$ cat src/rtl/core/pps_pkg.sv
`timescale 1ns / 1ps

package pps_pkg;

    // action codes of an input beat
    localparam logic ACT_ARRIVE = 1'b0;
    localparam logic ACT_TICK   = 1'b1;

    localparam int URG_W   = 8;
    localparam int BURST_W = 16;
    localparam int TIME_W  = 32;
    localparam int ID_W    = 4;

    // one job slot as stored in the slot memory
    typedef struct packed {
        logic [URG_W-1:0]   urgency;
        logic [BURST_W-1:0] remaining;
        logic [BURST_W-1:0] burst;
        logic [TIME_W-1:0]  stamp;
    } t_slot;

    // sequencer controls for the compare unit
    typedef struct packed {
        logic clear;     // start of a new scan
        logic step;      // slot data on the read port is to be judged
        logic eligible;  // that slot is valid and not the running job
        logic is_cur;    // that slot holds the running job
    } t_pick_ctl;

endpackage

$ cat src/rtl/core/pps_slot_mem.sv
`timescale 1ns / 1ps

module pps_slot_mem #(
    parameter int DEPTH = 16,
    parameter int AW    = 4
) (
    input  logic            i_clk,
    input  logic            i_we,
    input  logic [AW-1:0]   i_waddr,
    input  pps_pkg::t_slot  i_wdata,
    input  logic [AW-1:0]   i_raddr,
    output pps_pkg::t_slot  o_rdata
);
    import pps_pkg::*;

    t_slot r_mem [DEPTH];
    t_slot r_rdata;

    // single write port
    always_ff @(posedge i_clk) begin
        if (i_we) begin
            r_mem[i_waddr] <= i_wdata;
        end
    end

    // registered read port
    always_ff @(posedge i_clk) begin
        r_rdata <= r_mem[i_raddr];
    end

    assign o_rdata = r_rdata;

endmodule

$ cat src/rtl/core/pps_pick.sv
`timescale 1ns / 1ps

module pps_pick #(
    parameter int IW = 4
) (
    input  logic                     i_clk,
    input  logic                     i_rst_n,
    input  pps_pkg::t_pick_ctl       i_ctl,
    input  logic [IW-1:0]            i_idx,
    input  logic [pps_pkg::URG_W-1:0] i_urg,
    output logic                     o_found,
    output logic [IW-1:0]            o_best_idx,
    output logic [pps_pkg::URG_W-1:0] o_best_urg,
    output logic [pps_pkg::URG_W-1:0] o_cur_urg
);
    import pps_pkg::*;

    logic            r_found;
    logic [IW-1:0]   r_best_idx;
    logic [URG_W-1:0] r_best_urg;
    logic [URG_W-1:0] r_cur_urg;
    logic            w_take;

    // strict compare keeps the lowest id on ties (slots come in ascending order)
    assign w_take = i_ctl.step && i_ctl.eligible && (!r_found || (i_urg > r_best_urg));

    always_ff @(posedge i_clk) begin
        if (!i_rst_n) begin
            r_found <= 1'b0;
        end else if (i_ctl.clear) begin
            r_found <= 1'b0;
        end else if (w_take) begin
            r_found <= 1'b1;
        end
    end

    // best candidate and urgency of the running job
    always_ff @(posedge i_clk) begin
        if (w_take) begin
            r_best_idx <= i_idx;
            r_best_urg <= i_urg;
        end
        if (i_ctl.step && i_ctl.is_cur) begin
            r_cur_urg <= i_urg;
        end
    end

    assign o_found    = r_found;
    assign o_best_idx = r_best_idx;
    assign o_best_urg = r_best_urg;
    assign o_cur_urg  = r_cur_urg;

endmodule

$ cat src/rtl/core/preemptive_priority_scheduler.sv
// Arrive beat: result strobe in the cycle after acceptance; busy never rises.
// Tick beat: busy through the scan, pick, read, exec and fin states; the slot scan
//   reads one slot a cycle through the single read port of the slot memory.
// The result strobe comes in the first cycle that busy is low again.
// Results are shown for one cycle only; the receiver cannot stall them.
// Reset (synchronous, active low) empties all slots, stops the running job, zeroes time.
`timescale 1ns / 1ps

module preemptive_priority_scheduler #(
    parameter int MAX_JOBS = 16
) (
    input  logic                        i_clk,
    input  logic                        i_rst_n,
    input  logic                        start,
    output logic                        busy,
    input  logic                        i_action,
    input  logic [pps_pkg::ID_W-1:0]    i_job_id,
    input  logic [pps_pkg::BURST_W-1:0] i_burst,
    input  logic [pps_pkg::URG_W-1:0]   i_urgency,
    output logic                        o_strobe,
    output logic                        o_accepted,
    output logic                        o_busy_res,
    output logic [pps_pkg::ID_W-1:0]    o_running_job,
    output logic                        o_switched,
    output logic                        o_done_res,
    output logic [pps_pkg::TIME_W-1:0]  o_finish_time,
    output logic [pps_pkg::TIME_W-1:0]  o_turnaround,
    output logic [pps_pkg::TIME_W-1:0]  o_waiting,
    output logic [pps_pkg::TIME_W-1:0]  o_now_time
);
    import pps_pkg::*;

    localparam int IW = $clog2(MAX_JOBS);
    localparam int CW = $clog2(MAX_JOBS + 1);

    typedef enum logic [5:0] {
        ST_IDLE = 6'b000001,
        ST_SCAN = 6'b000010,
        ST_PICK = 6'b000100,
        ST_READ = 6'b001000,
        ST_EXEC = 6'b010000,
        ST_FIN  = 6'b100000
    } t_state;

    t_state              r_state;
    logic [CW-1:0]       r_idx;
    logic [IW-1:0]       r_cur;
    logic                r_running;
    logic [TIME_W-1:0]   r_time;
    logic [MAX_JOBS-1:0] r_valid;
    logic [BURST_W-1:0]  r_burst;

    logic                r_strobe;
    logic                r_accepted;
    logic                r_busy_res;
    logic [ID_W-1:0]     r_job;
    logic                r_switched;
    logic                r_done;
    logic [TIME_W-1:0]   r_finish;
    logic [TIME_W-1:0]   r_tat;
    logic [TIME_W-1:0]   r_waiting;
    logic [TIME_W-1:0]   r_now;

    logic [TIME_W-1:0]   n_time;
    logic                w_accept;
    logic [IW-1:0]       w_arr_idx;
    logic                w_arr_ok;
    logic                w_scan_end;
    logic [CW-1:0]       w_prev;
    logic [IW-1:0]       w_proc;
    logic                w_finish;

    logic                w_we;
    logic [IW-1:0]       w_waddr;
    logic [IW-1:0]       w_raddr;
    t_slot               w_wdata;
    t_slot               w_rdata;

    t_pick_ctl           w_ctl;
    logic                w_found;
    logic [IW-1:0]       w_best_idx;
    logic [URG_W-1:0]    w_best_urg;
    logic [URG_W-1:0]    w_cur_urg;

    // handshake and arrival checks
    assign busy      = (r_state != ST_IDLE);
    assign w_accept  = start && !busy;
    assign w_arr_idx = IW'(i_job_id);
    assign w_arr_ok  = (32'(i_job_id) < MAX_JOBS) && !r_valid[w_arr_idx];
    assign n_time    = r_time + TIME_W'(1);

    // scan pointer: address r_idx goes out, data of r_idx-1 comes back
    assign w_scan_end = (r_idx == CW'(MAX_JOBS));
    assign w_prev     = r_idx - CW'(1);
    assign w_proc     = w_prev[IW-1:0];

    assign w_finish = r_running && (w_rdata.remaining <= BURST_W'(1));

    // compare unit controls
    always_comb begin
        w_ctl.clear    = w_accept && (i_action == ACT_TICK);
        w_ctl.step     = (r_state == ST_SCAN) && (r_idx != '0);
        w_ctl.eligible = r_valid[w_proc] && !(r_running && (w_proc == r_cur));
        w_ctl.is_cur   = (w_proc == r_cur);
    end

    // slot memory ports
    always_comb begin
        w_raddr = r_cur;
        if ((r_state == ST_SCAN) && !w_scan_end) begin
            w_raddr = r_idx[IW-1:0];
        end
        w_we    = 1'b0;
        w_waddr = w_arr_idx;
        w_wdata = '{urgency: i_urgency, remaining: i_burst, burst: i_burst, stamp: r_time};
        if (r_state == ST_EXEC) begin
            w_we    = r_running;
            w_waddr = r_cur;
            w_wdata = w_rdata;
            w_wdata.remaining = w_finish ? '0 : (w_rdata.remaining - BURST_W'(1));
        end else if (w_accept && (i_action == ACT_ARRIVE)) begin
            w_we = w_arr_ok;
        end
    end

    pps_slot_mem #(
        .DEPTH (MAX_JOBS),
        .AW    (IW)
    ) u_mem (
        .i_clk   (i_clk),
        .i_we    (w_we),
        .i_waddr (w_waddr),
        .i_wdata (w_wdata),
        .i_raddr (w_raddr),
        .o_rdata (w_rdata)
    );

    pps_pick #(
        .IW (IW)
    ) u_pick (
        .i_clk      (i_clk),
        .i_rst_n    (i_rst_n),
        .i_ctl      (w_ctl),
        .i_idx      (w_proc),
        .i_urg      (w_rdata.urgency),
        .o_found    (w_found),
        .o_best_idx (w_best_idx),
        .o_best_urg (w_best_urg),
        .o_cur_urg  (w_cur_urg)
    );

    // sequencer
    always_ff @(posedge i_clk) begin
        if (!i_rst_n) begin
            r_state   <= ST_IDLE;
            r_running <= 1'b0;
            r_cur     <= '0;
            r_time    <= '0;
            r_valid   <= '0;
            r_strobe  <= 1'b0;
            r_idx     <= '0;
        end else begin
            r_strobe <= 1'b0;
            case (r_state)
                ST_IDLE: begin
                    if (w_accept) begin
                        if (i_action == ACT_ARRIVE) begin
                            if (w_arr_ok) begin
                                r_valid[w_arr_idx] <= 1'b1;
                            end
                            r_accepted <= w_arr_ok;
                            r_busy_res <= 1'b0;
                            r_job      <= '0;
                            r_switched <= 1'b0;
                            r_done     <= 1'b0;
                            r_finish   <= '0;
                            r_tat      <= '0;
                            r_waiting  <= '0;
                            r_now      <= r_time;
                            r_strobe   <= 1'b1;
                        end else begin
                            r_idx   <= '0;
                            r_state <= ST_SCAN;
                        end
                    end
                end
                ST_SCAN: begin
                    if (w_scan_end) begin
                        r_state <= ST_PICK;
                    end else begin
                        r_idx <= r_idx + CW'(1);
                    end
                end
                ST_PICK: begin
                    // preempt only on strictly higher urgency
                    r_switched <= 1'b0;
                    if (r_running) begin
                        if (w_found && (w_best_urg > w_cur_urg)) begin
                            r_cur      <= w_best_idx;
                            r_switched <= 1'b1;
                        end
                    end else if (w_found) begin
                        r_cur      <= w_best_idx;
                        r_running  <= 1'b1;
                        r_switched <= 1'b1;
                    end
                    r_state <= ST_READ;
                end
                ST_READ: begin
                    r_state <= ST_EXEC;
                end
                ST_EXEC: begin
                    // run one time unit
                    r_time     <= n_time;
                    r_now      <= n_time;
                    r_accepted <= 1'b0;
                    r_busy_res <= r_running;
                    r_job      <= r_running ? ID_W'(r_cur) : '0;
                    r_done     <= w_finish;
                    if (w_finish) begin
                        r_valid[r_cur] <= 1'b0;
                        r_running      <= 1'b0;
                        r_finish       <= n_time;
                        r_tat          <= n_time - w_rdata.stamp;
                        r_burst        <= w_rdata.burst;
                    end else begin
                        r_finish <= '0;
                        r_tat    <= '0;
                        r_burst  <= '0;
                    end
                    r_state <= ST_FIN;
                end
                ST_FIN: begin
                    r_waiting <= r_tat - TIME_W'(r_burst);
                    r_strobe  <= 1'b1;
                    r_state   <= ST_IDLE;
                end
                default: begin
                    r_state <= ST_IDLE;
                end
            endcase
        end
    end

    assign o_strobe      = r_strobe;
    assign o_accepted    = r_accepted;
    assign o_busy_res    = r_busy_res;
    assign o_running_job = r_job;
    assign o_switched    = r_switched;
    assign o_done_res    = r_done;
    assign o_finish_time = r_finish;
    assign o_turnaround  = r_tat;
    assign o_waiting     = r_waiting;
    assign o_now_time    = r_now;

    // results only come out once the sequencer is back at rest
    a_strobe_idle: assert property (@(posedge i_clk) disable iff (!i_rst_n)
        o_strobe |-> !busy)
        else $error("result beat while sequencer busy");

    // an arrival result never reports a run
    a_arrive_clean: assert property (@(posedge i_clk) disable iff (!i_rst_n)
        (o_strobe && o_accepted) |-> (!o_busy_res && !o_done_res && !o_switched))
        else $error("arrival result carries tick fields");

    // a completion needs a job that ran
    a_done_ran: assert property (@(posedge i_clk) disable iff (!i_rst_n)
        (o_strobe && o_done_res) |-> o_busy_res)
        else $error("completion without a running job");

    // a tick beat always occupies the sequencer
    a_tick_busy: assert property (@(posedge i_clk) disable iff (!i_rst_n)
        (start && !busy && (i_action == ACT_TICK)) |=> busy)
        else $error("tick beat did not start a scan");

endmodule

$ cat config.mk
export PLATFORM = sky130hd
export DESIGN_NAME = preemptive_priority_scheduler
export DESIGN_NICKNAME = d
export VERILOG_FILES = /design/src/rtl/core/pps_pkg.sv /design/src/rtl/core/pps_slot_mem.sv /design/src/rtl/core/pps_pick.sv /design/src/rtl/core/preemptive_priority_scheduler.sv
export SDC_FILE = /design/constraint.sdc
export NUM_CORES = 2
export LEC_CHECK = 0
export BUFFER_PORTS_ARGS = -buffer_cell sky130_fd_sc_hd__buf_4
export CORE_MARGIN = 5
export CORE_UTILIZATION = 56
export CTS_CLUSTER_DIAMETER = 100
export DETAILED_ROUTE_END_ITERATION = 10
export PLACE_DENSITY = 0.73
export SLEW_MARGIN = 15
export SYNTH_ARGS = -nofsm -noshare
export SYNTH_HDL_FRONTEND = slang
export SYNTH_HIERARCHICAL = 1
export SYNTH_SLANG_ARGS = --single-unit
$ cat constraint.sdc
create_clock -name i_clk -period 11.4 [get_ports i_clk]
set_input_delay 3.42 -clock i_clk [delete_from_list [all_inputs] [get_ports i_clk]]
set_output_delay 3.42 -clock i_clk [all_outputs]
set_load 0.02 [all_outputs]
==> flow_metrics.py <==
metrics = {
    "clock_network": {
        "path_clk_slew_ps": 60,
        "cts_tree": "built",
        "hold_buffers": 0,
        "insertion_delay_ps": 750,
        "cts.htree.levels": 4,
        "ctsRootBufferMaster": "clkbuf_16",
        "numCtsBuffers": 147,
        "clock-sinks": 1462,
        "cts_resized": 0,
        "cts.path.max_buffers": 3,
        "cts_setup_buffers": 0,
    },
    "route": {
        "dr.max_layer_used": "met5",
        "wl_met1_mm": 54.5,
        "met3_length_mm": 12.8,
        "wire_per_inst_microns": 26.5,
        "drcViolationCount": 0,
        "vias_per_cell": 6.21,
        "drt_iter0_drc": 3743,
        "wl_met2_mm": 63.6,
        "ant_nets": 0,
        "vias": 31485,
        "drtPass1Iterations": 6,
        "wl_mm": 134,
    },
    "synthesis": {
        "syn_nets": 3431,
        "netlist.top_cell.by_area": "edfxtp_1",
        "syn_area_sq_um": 58600,
        "ys.flop_type": "edfxtp_1",
        "ys_ff_latch": 1462,
        "synth-edff-count": 1324,
        "synth.distinct_cells": 74,
        "ys.warnings.count": 6,
        "synth_seq_area_share_pct": 72.6,
        "synth.top_cell.area_share_pct": 67.9,
        "synth_cells": 3328,
        "async_reset_ff_share_pct": 0,
        "synthTopCellsByArea": "edfxtp_1, mux4_2, dfxtp_1",
        "synth.avg_cell_area_sq_um": 17.6,
    },
    "sta": {
        "timing.fmax_mhz": 143,
        "relSlewSlack_pct": 20.3,
        "drv_slew": 0,
        "fin_crit_ps": 6980,
        "clock_skew_ps": 33.8,
        "period_share_pct": 61.2,
        "hold_slack_ps": 487,
        "rsz0062_at_grt": "false",
        "worst_pin_slew_ps": 1190,
        "tns_ps": 0,
        "setup_slack_ps": 4420,
        "hold_viol": 0,
        "setup_violations": 0,
    },
    "placement": {
        "dp_cells": 4798,
        "pre_cts_ws_ps": 3750,
        "dpl.hpwl_mm": 80.4,
        "io_buffers": 169,
        "gp_congestion": 0.874,
        "placed_area_sq_um": 61600,
    },
    "final_layout": {
        "final_common_cell": "edfxtp_1",
        "final_cells": 5068,
        "syn_to_final_growth_pct": 13.6,
        "layout_common_cells": "edfxtp_1, mux4_2, nand2_1, buf_4, clkbuf_16",
        "drive_gt1_share_pct": 22.3,
        "design_area_sq_um": 66500,
        "nets": 3670,
    },
    "floorplan": {
        "num_rows": 118,
        "start_util_pct": 56.5,
        "io_pins": 170,
        "coreArea_sq_um": 104000,
        "die_w_microns": 333,
        "chipHeight_microns": 333,
        "die-area_sq_um": 111000,
    },
    "pwr": {
        "vdd_drop_max_mv": 0.129,
        "power_density_nw_per_um2": 164,
        "p_leak_nw": 21.6,
    },
    "critical_path": {
        "critPathTopFamily": "simple AND/OR/NAND/NOR gates",
        "cp.required_ps": 11770,
        "end_kind": "register",
        "crit_type": "input pin to register",
        "cp_slowest_cell": "nor2_4",
        "critPathMaxStageDelay_ps": 1020,
        "crit_path_start_kind": "input pin",
        "cp.arrival_ps": 7350,
        "path_cells": "buf_4 > mux4_2 > mux4_2 > nor2_2 > nand2_1 > nand2b_1 > nand3b_1 > nor2_4 > buf_4",
        "critical_path.max_fanout": 45,
        "cp_num_buf_inv": 2,
    },
    "outcome": {
        "status": "complete, no violations",
    },
    "worst_hold_path": {
        "hold_class": "register to register",
    },
    "global_route": {
        "grt_pass1_vias": 31592,
        "antenna_found_initial": 5,
        "grt_pass1_wl_mm": 202,
        "grt_usage_pct": 24.0,
        "grt-ovfl-total": 0,
        "grt_max_degree": 92,
    },
    "run": {
        "cap_violations": 0,
    },
}
per-layer routing:
layer  up-vias  GRT usage, %
met3       227          4.94
met2      1574          37.4
met4         2          6.89
met5         -             0
li1      13548             -
met1     16134          35.2
flip-flops by register name (all words and copies together), names as in the netlist, 4 cells and up:
| register | cells |
|---|---|
| r_idx | 5 |
| u_pick/o_best_idx | 4 |
| r_time | 32 |
| o_running_job | 4 |
| o_turnaround | 32 |
| u_pick/o_best_urg | 8 |
| o_waiting | 32 |
| r_valid | 16 |
| r_state | 6 |
| o_finish_time | 32 |
| r_cur | 4 |
| r_burst | 16 |
| o_now_time | 32 |
| u_mem/r_mem | 1152 |
| u_pick/o_cur_urg | 8 |
| u_mem/o_rdata | 72 |
logic make-up after synthesis:
logic type	count (synthesis)	share of synthesized area (%)
AO/OA/AOI/OAI	401	4.51
adder cells (fa/ha/maj)	71	1.54
multiplexers	302	11.5
AND/OR/NAND/NOR	691	5.72
flip-flops	1462	72.6
buffers and inverters	261	2.01
XOR/XNOR	140	2.09
through the flow:
stage                     utilization, %  power [mW]
after floorplan                        -        6.07
after global placement              59.4        6.15
after detailed placement            59.4        6.16
after CTS                           64.1        11.0
after global routing                64.2        11.2
final                               64.2        10.9
layout make-up:
class                   count  area [sq um]
flip-flops and latches   1462         42500
multi-input cells        1605         15100
clock buffers             187          3970
well taps                1380          1730
repair buffers            255          1930
clock inverters            80           920
fillers                  7023         37100
diodes                      3          7.51
inverters                  96           360
synth_stat cells, types with 64 or more instances:
cell / instances
dfxtp_1: 138
edfxtp_1: 1324
xnor2_1: 76
o21ai_0: 76
and2_1: 76
ha_1: 69
nor2_1: 142
mux4_2: 298
a21oi_1: 69
xor2_1: 64
a22oi_1: 144
clkbuf_1: 111
nand2_1: 272
inv_1: 95
worst min-delay path, stage by stage, from the launching register on:
cell and delay (ps):
edfxtp_1 320, mux2i_1 60, nor2_1 70
where the power goes:
group / internal [mW] / total, mW / switching (mW)
logic: 0.0513 / 0.178 / 0.126
clock network: 2.81 / 4.85 / 2.03
registers: 5.85 / 5.87 / 0.0171
total: 8.72 / 10.9 / 2.18
worst paths after layout:
kind	start	to	slack, ps	depth (start not counted)
worst min-delay path	u_pick/o_best_idx[3]	r_cur[3]	490	2
worst min register to register	u_pick/o_best_idx[3]	r_cur[3]	490	2
worst max register to register	r_idx[0]	u_mem/o_rdata[34]	6180	12
worst max-delay path	i_job_id[0]	u_mem/r_mem[9][22]	4420	9
Power figures use the tool's default switching activity.
